--- config.mk ---
export PLATFORM = sky130hd
export DESIGN_NAME = http_request_head_parser
export DESIGN_NICKNAME = d
export VERILOG_FILES = /design/src/hdl/hph_pkg.sv /design/src/hdl/hph_step.sv /design/src/hdl/http_request_head_parser.sv
export SDC_FILE = /design/constraint.sdc
export NUM_CORES = 1
export LEC_CHECK = 0
export BUFFER_PORTS_ARGS = -buffer_cell sky130_fd_sc_hd__buf_2
export CAP_MARGIN = 40
export CORE_ASPECT_RATIO = 1.4
export CORE_MARGIN = 2
export CORE_UTILIZATION = 50
export DETAILED_ROUTE_END_ITERATION = 8
export GPL_ROUTABILITY_DRIVEN = 0
export PLACE_DENSITY_LB_ADDON = 0.25
export SLEW_MARGIN = 20
export SYNTH_ARGS = -nofsm -noshare
export SYNTH_HDL_FRONTEND = slang
export SYNTH_SLANG_ARGS = --single-unit
export TNS_END_PERCENT = 1
--- constraint.sdc ---
create_clock -name clock -period 8.75 [get_ports clock]
set_clock_uncertainty 0.1 [all_clocks]
set_input_delay 0 -clock clock [delete_from_list [all_inputs] [get_ports clock]]
set_output_delay 0 -clock clock [all_outputs]
set_load 0.05 [all_outputs]
--- src/hdl/hph_pkg.sv ---
// Shared types, codes and character classes of the HTTP request head parser.
package hph_pkg;

   localparam int MAX_HEADERS = 32;
   localparam logic [15:0] BUFFER_LIMIT_RESET = 16'd8192;

   // Parser phase codes.
   localparam logic [3:0] PH_START   = 4'd0;
   localparam logic [3:0] PH_METHOD  = 4'd1;
   localparam logic [3:0] PH_URI     = 4'd2;
   localparam logic [3:0] PH_VERSION = 4'd3;
   localparam logic [3:0] PH_CR      = 4'd4;
   localparam logic [3:0] PH_LF1     = 4'd5;
   localparam logic [3:0] PH_HNAME   = 4'd6;
   localparam logic [3:0] PH_HCOLON  = 4'd7;
   localparam logic [3:0] PH_HVALUE  = 4'd8;
   localparam logic [3:0] PH_LF2     = 4'd9;

   // Status codes, also used for the halted state.
   localparam logic [1:0] ST_NEED_MORE = 2'd0;
   localparam logic [1:0] ST_DONE      = 2'd1;
   localparam logic [1:0] ST_ERROR     = 2'd2;

   // Error causes.
   localparam logic [2:0] ERR_NONE        = 3'd0;
   localparam logic [2:0] ERR_BAD_TOKEN   = 3'd1;
   localparam logic [2:0] ERR_EMPTY_URI   = 3'd2;
   localparam logic [2:0] ERR_BAD_VERSION = 3'd3;
   localparam logic [2:0] ERR_NO_LF       = 3'd4;
   localparam logic [2:0] ERR_BAD_VALUE   = 3'd5;
   localparam logic [2:0] ERR_BUFFER_FULL = 3'd6;
   localparam logic [2:0] ERR_TOO_MANY    = 3'd7;

   // Field kinds.
   localparam logic [2:0] FK_NONE    = 3'd0;
   localparam logic [2:0] FK_METHOD  = 3'd1;
   localparam logic [2:0] FK_URI     = 3'd2;
   localparam logic [2:0] FK_VERSION = 3'd3;
   localparam logic [2:0] FK_HNAME   = 3'd4;
   localparam logic [2:0] FK_HVALUE  = 3'd5;

   // Characters.
   localparam logic [7:0] CH_HT    = 8'h09;
   localparam logic [7:0] CH_LF    = 8'h0A;
   localparam logic [7:0] CH_CR    = 8'h0D;
   localparam logic [7:0] CH_SP    = 8'h20;
   localparam logic [7:0] CH_DOT   = 8'h2E;
   localparam logic [7:0] CH_SLASH = 8'h2F;
   localparam logic [7:0] CH_0     = 8'h30;
   localparam logic [7:0] CH_9     = 8'h39;
   localparam logic [7:0] CH_COLON = 8'h3A;
   localparam logic [7:0] CH_H     = 8'h48;
   localparam logic [7:0] CH_P     = 8'h50;
   localparam logic [7:0] CH_T     = 8'h54;
   localparam logic [7:0] CH_DEL   = 8'h7F;

   typedef struct packed {
      logic [3:0]  phase;
      logic [15:0] position;
      logic [15:0] token_start;
      logic [3:0]  version_index;
      logic        version_bad;
      logic [3:0]  major_digit;
      logic [3:0]  minor_digit;
      logic [15:0] last_nonblank;
      logic [5:0]  header_total;
      logic [1:0]  halted;
      logic [2:0]  cause;
   } state_type;

   typedef struct packed {
      logic [1:0]  status;
      logic [2:0]  error_cause;
      logic [2:0]  field_kind;
      logic [15:0] field_begin;
      logic [15:0] field_end;
      logic [5:0]  header_index;
      logic [3:0]  version_major;
      logic [3:0]  version_minor;
      logic [15:0] byte_offset;
   } result_type;

   localparam state_type STATE_CLEAR = '{
      phase: PH_START, position: 16'd0, token_start: 16'd0, version_index: 4'd0,
      version_bad: 1'b0, major_digit: 4'd0, minor_digit: 4'd0,
      last_nonblank: 16'd0, header_total: 6'd0, halted: ST_NEED_MORE,
      cause: ERR_NONE};

   // Token character: digits, letters and the RFC punctuation set, plus the slash.
   function automatic logic is_tchar(input logic [7:0] c);
      logic hit;
      hit = (c >= 8'h30 && c <= 8'h39) || (c >= 8'h41 && c <= 8'h5A) ||
            (c >= 8'h61 && c <= 8'h7A) ||
            c == 8'h21 || c == 8'h23 || c == 8'h24 || c == 8'h25 ||
            c == 8'h26 || c == 8'h27 || c == 8'h2A || c == 8'h2B ||
            c == 8'h2D || c == 8'h2E || c == 8'h2F || c == 8'h5E ||
            c == 8'h5F || c == 8'h60 || c == 8'h7C || c == 8'h7E;
      return hit;
   endfunction

endpackage

--- src/hdl/hph_step.sv ---
// Next-state and result logic of the parser for one request byte.
module hph_step (
   input  logic [7:0]          data_byte,
   input  logic                restart,
   input  logic [15:0]         buffer_limit,
   input  hph_pkg::state_type  state_q,
   output hph_pkg::state_type  state_d,
   output hph_pkg::result_type result
);

   hph_pkg::state_type cur;
   logic [15:0] pos;
   logic [2:0]  err;
   logic        done;
   logic        tok;
   logic        skip;
   logic [15:0] val_start;
   logic [15:0] val_last;

   always_comb begin
      cur       = restart ? hph_pkg::STATE_CLEAR : state_q;
      state_d   = cur;
      result    = '0;
      err       = hph_pkg::ERR_NONE;
      done      = 1'b0;
      skip      = 1'b0;
      pos       = cur.position;
      tok       = hph_pkg::is_tchar(data_byte);
      val_start = cur.token_start;
      val_last  = cur.last_nonblank;
      result.byte_offset = pos;

      if (cur.halted != hph_pkg::ST_NEED_MORE) begin
         result.status      = cur.halted;
         result.error_cause = cur.cause;
      end else begin
         if (pos >= buffer_limit) begin
            err = hph_pkg::ERR_BUFFER_FULL;
         end else begin
            unique case (cur.phase)
               hph_pkg::PH_START: begin
                  if (data_byte != hph_pkg::CH_CR && data_byte != hph_pkg::CH_LF) begin
                     if (!tok) begin
                        err = hph_pkg::ERR_BAD_TOKEN;
                     end else begin
                        state_d.token_start = pos;
                        state_d.phase       = hph_pkg::PH_METHOD;
                     end
                  end
               end
               hph_pkg::PH_METHOD: begin
                  if (data_byte == hph_pkg::CH_SP) begin
                     result.field_kind   = hph_pkg::FK_METHOD;
                     result.field_begin  = cur.token_start;
                     result.field_end    = pos - 16'd1;
                     state_d.token_start = pos + 16'd1;
                     state_d.phase       = hph_pkg::PH_URI;
                  end else if (!tok) begin
                     err = hph_pkg::ERR_BAD_TOKEN;
                  end
               end
               hph_pkg::PH_URI: begin
                  if (data_byte == hph_pkg::CH_SP) begin
                     if (pos == cur.token_start) begin
                        err = hph_pkg::ERR_EMPTY_URI;
                     end else begin
                        result.field_kind     = hph_pkg::FK_URI;
                        result.field_begin    = cur.token_start;
                        result.field_end      = pos - 16'd1;
                        state_d.token_start   = pos + 16'd1;
                        state_d.version_index = 4'd0;
                        state_d.version_bad   = 1'b0;
                        state_d.phase         = hph_pkg::PH_VERSION;
                     end
                  end else if (!tok) begin
                     err = hph_pkg::ERR_BAD_TOKEN;
                  end
               end
               hph_pkg::PH_VERSION: begin
                  if (data_byte == hph_pkg::CH_SP || data_byte == hph_pkg::CH_CR ||
                      data_byte == hph_pkg::CH_LF) begin
                     if (cur.version_index != 4'd8 || cur.version_bad) begin
                        err = hph_pkg::ERR_BAD_VERSION;
                     end else begin
                        result.field_kind    = hph_pkg::FK_VERSION;
                        result.field_begin   = cur.token_start;
                        result.field_end     = pos - 16'd1;
                        result.version_major = cur.major_digit;
                        result.version_minor = cur.minor_digit;
                        state_d.phase = (data_byte == hph_pkg::CH_CR) ?
                                        hph_pkg::PH_CR : hph_pkg::PH_LF1;
                     end
                  end else begin
                     // The literal "HTTP/d.d" is checked one position per byte.
                     unique case (cur.version_index)
                        4'd0: if (data_byte != hph_pkg::CH_H) state_d.version_bad = 1'b1;
                        4'd1, 4'd2: begin
                           if (data_byte != hph_pkg::CH_T) state_d.version_bad = 1'b1;
                        end
                        4'd3: if (data_byte != hph_pkg::CH_P) state_d.version_bad = 1'b1;
                        4'd4: if (data_byte != hph_pkg::CH_SLASH) state_d.version_bad = 1'b1;
                        4'd5: begin
                           if (data_byte >= hph_pkg::CH_0 && data_byte <= hph_pkg::CH_9) begin
                              state_d.major_digit = 4'(data_byte - hph_pkg::CH_0);
                           end else begin
                              state_d.version_bad = 1'b1;
                           end
                        end
                        4'd6: if (data_byte != hph_pkg::CH_DOT) state_d.version_bad = 1'b1;
                        4'd7: begin
                           if (data_byte >= hph_pkg::CH_0 && data_byte <= hph_pkg::CH_9) begin
                              state_d.minor_digit = 4'(data_byte - hph_pkg::CH_0);
                           end else begin
                              state_d.version_bad = 1'b1;
                           end
                        end
                        default: state_d.version_bad = 1'b1;
                     endcase
                     if (cur.version_index < 4'd9) begin
                        state_d.version_index = cur.version_index + 4'd1;
                     end
                  end
               end
               hph_pkg::PH_CR: begin
                  if (data_byte != hph_pkg::CH_LF) err = hph_pkg::ERR_NO_LF;
                  else state_d.phase = hph_pkg::PH_LF1;
               end
               hph_pkg::PH_LF1: begin
                  if (data_byte == hph_pkg::CH_CR) begin
                     state_d.phase = hph_pkg::PH_LF2;
                  end else if (data_byte == hph_pkg::CH_LF) begin
                     done = 1'b1;
                  end else if (!tok) begin
                     err = hph_pkg::ERR_BAD_TOKEN;
                  end else if (cur.header_total >= 6'(hph_pkg::MAX_HEADERS)) begin
                     err = hph_pkg::ERR_TOO_MANY;
                  end else begin
                     state_d.token_start = pos;
                     state_d.phase       = hph_pkg::PH_HNAME;
                  end
               end
               hph_pkg::PH_HNAME: begin
                  if (data_byte == hph_pkg::CH_COLON) begin
                     result.field_kind   = hph_pkg::FK_HNAME;
                     result.field_begin  = cur.token_start;
                     result.field_end    = pos - 16'd1;
                     result.header_index = cur.header_total;
                     state_d.phase       = hph_pkg::PH_HCOLON;
                  end else if (!tok) begin
                     err = hph_pkg::ERR_BAD_TOKEN;
                  end
               end
               hph_pkg::PH_HCOLON, hph_pkg::PH_HVALUE: begin
                  // Blanks right after the colon are skipped; the first other byte
                  // opens the value.
                  if (cur.phase == hph_pkg::PH_HCOLON) begin
                     if (data_byte == hph_pkg::CH_SP || data_byte == hph_pkg::CH_HT) begin
                        skip = 1'b1;
                     end else begin
                        val_start             = pos;
                        val_last              = pos - 16'd1;
                        state_d.token_start   = val_start;
                        state_d.last_nonblank = val_last;
                        state_d.phase         = hph_pkg::PH_HVALUE;
                     end
                  end
                  if (!skip) begin
                     if (data_byte == hph_pkg::CH_CR || data_byte == hph_pkg::CH_LF) begin
                        result.field_kind    = hph_pkg::FK_HVALUE;
                        result.field_begin   = val_start;
                        result.field_end     = val_last;
                        result.header_index  = cur.header_total;
                        state_d.header_total = cur.header_total + 6'd1;
                        state_d.phase = (data_byte == hph_pkg::CH_CR) ?
                                        hph_pkg::PH_CR : hph_pkg::PH_LF1;
                     end else if ((data_byte < hph_pkg::CH_SP && data_byte != hph_pkg::CH_HT) ||
                                  data_byte >= hph_pkg::CH_DEL) begin
                        err = hph_pkg::ERR_BAD_VALUE;
                     end else if (data_byte != hph_pkg::CH_SP && data_byte != hph_pkg::CH_HT) begin
                        state_d.last_nonblank = pos;
                     end
                  end
               end
               hph_pkg::PH_LF2: begin
                  if (data_byte != hph_pkg::CH_LF) err = hph_pkg::ERR_BAD_TOKEN;
                  else done = 1'b1;
               end
               default: err = hph_pkg::ERR_BAD_TOKEN;
            endcase
         end

         if (err != hph_pkg::ERR_NONE) begin
            result             = '0;
            result.status      = hph_pkg::ST_ERROR;
            result.error_cause = err;
            result.byte_offset = pos;
            state_d.halted     = hph_pkg::ST_ERROR;
            state_d.cause      = err;
         end else if (done) begin
            result.status  = hph_pkg::ST_DONE;
            state_d.halted = hph_pkg::ST_DONE;
         end else begin
            state_d.position = pos + 16'd1;
         end
      end
   end

endmodule

--- src/hdl/http_request_head_parser.sv ---
// Path: a request byte waits in the input register, then is parsed into the result register,
// which holds a stalled response until it is taken. Throughput: one request byte per cycle
// while responses are taken; an empty input register still refills while a response waits.
// The parser state and the result register are updated by one pass of hph_step per byte.
// Reset (synchronous, active high) clears the parser state and both valid flags, and
// sets buffer_limit to 8192; the configuration port is always ready.
module http_request_head_parser (
   input  logic        clock,
   input  logic        reset,
   input  logic        req_valid,
   output logic        req_ready,
   input  logic [7:0]  req_data_byte,
   input  logic        req_restart,
   output logic        rsp_valid,
   input  logic        rsp_ready,
   output logic [1:0]  rsp_status,
   output logic [2:0]  rsp_error_cause,
   output logic [2:0]  rsp_field_kind,
   output logic [15:0] rsp_field_begin,
   output logic [15:0] rsp_field_end,
   output logic [5:0]  rsp_header_index,
   output logic [3:0]  rsp_version_major,
   output logic [3:0]  rsp_version_minor,
   output logic [15:0] rsp_byte_offset,
   input  logic        csr_valid,
   output logic        csr_ready,
   input  logic [15:0] csr_buffer_limit
);

   // Input register: one request byte waiting for the parse step.
   logic       in_valid_ff, in_valid_in;
   logic [7:0] in_byte_ff;
   logic       in_restart_ff;

   // Parser state and the result register.
   hph_pkg::state_type  state_ff, state_in;
   hph_pkg::result_type result_ff, result_in;
   logic                out_valid_ff, out_valid_in;
   logic [15:0]         limit_ff;

   logic out_free;
   logic step_fire;
   logic req_fire;

   // The result register can take a new value when it is empty or being drained
   // this cycle; the input register frees up exactly when its byte moves on.
   assign out_free  = !out_valid_ff || rsp_ready;
   assign step_fire = in_valid_ff && out_free;
   assign req_ready = !in_valid_ff || out_free;
   assign req_fire  = req_valid && req_ready;
   assign csr_ready = 1'b1;

   hph_step u_step (
      .data_byte    (in_byte_ff),
      .restart      (in_restart_ff),
      .buffer_limit (limit_ff),
      .state_q      (state_ff),
      .state_d      (state_in),
      .result       (result_in)
   );

   always_comb begin
      in_valid_in = req_fire ? 1'b1 : (step_fire ? 1'b0 : in_valid_ff);
      out_valid_in = step_fire ? 1'b1 : (rsp_ready ? 1'b0 : out_valid_ff);
   end

   // Control state and the configuration register.
   always_ff @(posedge clock) begin
      if (reset) begin
         in_valid_ff  <= 1'b0;
         out_valid_ff <= 1'b0;
         state_ff     <= hph_pkg::STATE_CLEAR;
         limit_ff     <= hph_pkg::BUFFER_LIMIT_RESET;
      end else begin
         in_valid_ff  <= in_valid_in;
         out_valid_ff <= out_valid_in;
         if (step_fire) begin
            state_ff <= state_in;
         end
         if (csr_valid) begin
            limit_ff <= csr_buffer_limit;
         end
      end
   end

   // Payload registers need no reset.
   always_ff @(posedge clock) begin
      if (req_fire) begin
         in_byte_ff    <= req_data_byte;
         in_restart_ff <= req_restart;
      end
      if (step_fire) begin
         result_ff <= result_in;
      end
   end

   assign rsp_valid         = out_valid_ff;
   assign rsp_status        = result_ff.status;
   assign rsp_error_cause   = result_ff.error_cause;
   assign rsp_field_kind    = result_ff.field_kind;
   assign rsp_field_begin   = result_ff.field_begin;
   assign rsp_field_end     = result_ff.field_end;
   assign rsp_header_index  = result_ff.header_index;
   assign rsp_version_major = result_ff.version_major;
   assign rsp_version_minor = result_ff.version_minor;
   assign rsp_byte_offset   = result_ff.byte_offset;

endmodule

==> summary.txt <==
GRT
  – First-pass GRT wire length: around 52,000 um
  – Global-route usage over all layers: 30.3%
  – Vias in the first global route: 9,848
  – Largest net degree at the start of global routing: 57
  – Overflow after GRT: 0
  – Antenna violations before repair: 0

Placement
  – Hpwl dp: 23,100 um
  – Pre-CTS setup slack: ~3.7 ns
  – PortBufs: 101

Drt
  – 1st-pass router iterations: 6
  – Wirelength per Cell: 21.5 um
  – DR iter-0 viols: around 1,200
  – Final ANT Viol Nets: 0
  – Drt total wl: approximately 34,000 um
  – Number of vias per cell: 6.56
  – DRC: 0
  – DR vias: 10,400

STA
  – Fin crit share: around 59%
  – Headroom to the max-slew limit: 40.3%
  – Final setup viols: 0
  – Pins Over Slew Limit: 0
  – Worst Tran Pin Value: 0.893 ns
  – Post-layout min period: 5.20 ns
  – Setup TNS Final: 0 ns
  – Max Clk Rate: 192 MHz
  – Final worst slack: 3.55 ns
  – Hold Violations, Final: 0
  – RSZ-0062 raised after global routing: no

CTS
  – CTS Buffer Depth: 2
  – Post_cts resized: 0
  – CTS tree: yes
  – Reg clk slew, reported paths: 0.07 ns
  – H-Tree Depth: 4
  – Root Driver: clkbuf_16
  – Number of buffers created by CTS: 17
  – Clock latency at the later pin of the worst-skew pair: ~0.45 ns
  – CTS Sinks: ~170

Synthesis
  – Ys flop type: dfxtp_1
  – Number of flops mapped to enable cells by yosys: 79
  – Area contributors post-synth: edfxtp_1, dfxtp_1, nor2_1
  – Avg Cell Area, Syn: 8.61 um^2
  – Synth top area share: a little under a quarter
  – Sequential share of the synthesized area: 41.0%
  – Post-synth top area cell: edfxtp_1
  – Flops & latches, synth: 173
  – Async SR Flop Fraction: 0%
  – Synth Instances: approximately 1,200
  – Unique masters post-synth: roughly 80
  – Net Count, Synth: around 1,300
  – Post-Syn Area: between 10,000 and 15,000 um^2
  – YS warnings: 0

Critical path
  – WS Path Type: flop to flop
  – WP buf/inv: 3
  – Reg2reg setup slack: 3.55 ns
  – Crit-path most repeated cell: a31oi_1
  – Max stage delay on crit path: 0.76 ns
  – Critical path required time: around 9.0 ns
  – CP endpoint kind: flop
  – Crit-path slowest cell: edfxtp_1
  – Critical Path Start Type: flop
  – CP delay by family, top: simple AND/OR/NAND/NOR gates
  – CP cell instances: buf_4 -> nand2b_1 -> inv_1 -> ha_1 -> a21oi_1 -> nor2b_1 -> o21ai_0 -> a31oi_1 -> clkbuf_4 -> nor4_1 -> nand2_1 -> or4_1 -> a31oi_1
  – Crit path DAT: 5.47 ns
  – CP max FO: 54

Cells and area
  – Most frequent cells in the layout: nor2_1, nand2_1, buf_2
  – Filler cell count: 1,832
  – Sequential cell area: about 4300 um^2
  – Final Net Count: 1,363
  – Layout cells sized above 1: 14.1%
  – Commonest non-fill, non-tap cell in the layout: nor2_1
  – Area of the multi-input gates: 5560 um^2
  – # diodes: 0
  – Area grow syn2layout: 16.5%

Floorplan
  – # rows: 62
  – CORE AREA: 20,400 um^2
  – Initial Util: 50.8%
  – Die area: 21,900 um^2
  – Die width: 126 um
  – Die H: 174 um
  – Top Ports: 103

Min path
  – HP Class: input pin to flop

Power and ir drop
  – Cell Pwr Density: 155 nW/um^2
  – Worst IR drop on VDD: 0.114 mV
  – Leak: 4.48 nW

Run status
  – Status: finished, final reports clean

Flow run
  – Max_cap viols: 0
-- registers in the layout, summed over array words and instances (netlist names), 6 cells and up --
register / cells
rsp_header_index: 6
state_ff: 76
limit_ff: 16
rsp_byte_offset: 16
in_byte_ff: 8
rsp_field_end: 16
rsp_field_begin: 16
-- cell usage after synthesis, types with 9 or more instances --
cell type and instances:
a31oi_1 29, nor2b_1 19, xnor2_1 28, a21oi_1 69, nor4_1 15, mux2i_1 17, a211oi_1 9, nand4_1 14
nand2_1 111, inv_1 42, nand2b_1 9, nor3_1 29, a22oi_1 41, a22o_1 36, ha_1 24, o21ai_0 62
or4_1 13, or3_1 12, edfxtp_1 79, clkbuf_1 77, nor2_1 124, dfxtp_1 94, and3_1 20, a32oi_1 9
nand3_1 44, o211ai_1 14, and2_1 19, o22ai_1 11
-- final timing paths --
check,startpoint,end,cells past startpoint
worst max-delay path,in_restart_ff$_DFFE_PP_,state_ff[61]$_SDFFE_PP0P_,13
worst min-delay path,csr_valid,limit_ff[14]$_SDFFE_PP0P_,3
worst min register to register,state_ff[26]$_SDFFE_PP0P_,state_ff[26]$_SDFFE_PP0P_,1
worst max register to register,in_restart_ff$_DFFE_PP_,state_ff[61]$_SDFFE_PP0P_,13
-- final cells by class --
| cell class | count | share of cell area, % |
|---|---|---|
| flip-flops and latches | 173 | 35.2 |
| well taps | 256 | 2.65 |
| repair buffers | 178 | 9.97 |
| inverters | 45 | 1.41 |
| multi-input cells | 894 | 46.0 |
| clock inverters | 14 | 1.21 |
| clock buffers | 18 | 3.55 |
-- repair_timing --
action                    CTS  global route
setup buffers               0             0
hold endpoints to repair   30             0
hold buffers               45             0
-- metal layers --
layer	GRT usage [%]	up-vias	part of all wire, %
met5	0	-	0
met3	5.72	187	7.7
met2	50.9	614	49
met1	34.8	4848	36
li1	-	4702	-
met4	20.7	0	7.5
-- cells by family after synthesis --
logic type | synth area share, %
compound gates | 23.2
xor+xnor | 2.79
fa+ha+maj | 2.90
buf+inv | 5.48
flops | 41.0
mux | 1.97
other cells | 0.0362
simple gates | 22.6
-- worst min-delay path, cell delays in order --
cell     delay (ns)
buf_2          0.27
mux2i_1        0.21
nor2_1         0.07
-- through the flow --
| stage | hold WS (ns) | util, % | total power, mW | area [um^2] | instances |
|---|---|---|---|---|---|
| final | 0.0617 | 59.2 | 1.87 | 12100 | 1578 |
| after global routing | 0.0989 | 59.2 | 1.93 | 12100 | 1578 |
| after CTS | 0.0412 | 59.1 | 1.87 | 12100 | 1575 |
| after detailed placement | 0.0789 | 54.1 | 1.11 | 11000 | 1498 |
| after global placement | 0.0764 | 54.0 | 1.11 | 11000 | 1496 |
| after floorplan | -0.00113 | - | 1.05 | 10400 | 1205 |
-- where the power goes --
part	switching [mW]	total [mW]	internal (mW)
logic	0.161	0.233	0.0719
registers	0.0208	0.887	0.867
clock network	0.332	0.751	0.419
No activity file was read; power rests on OpenSTA's default activity.
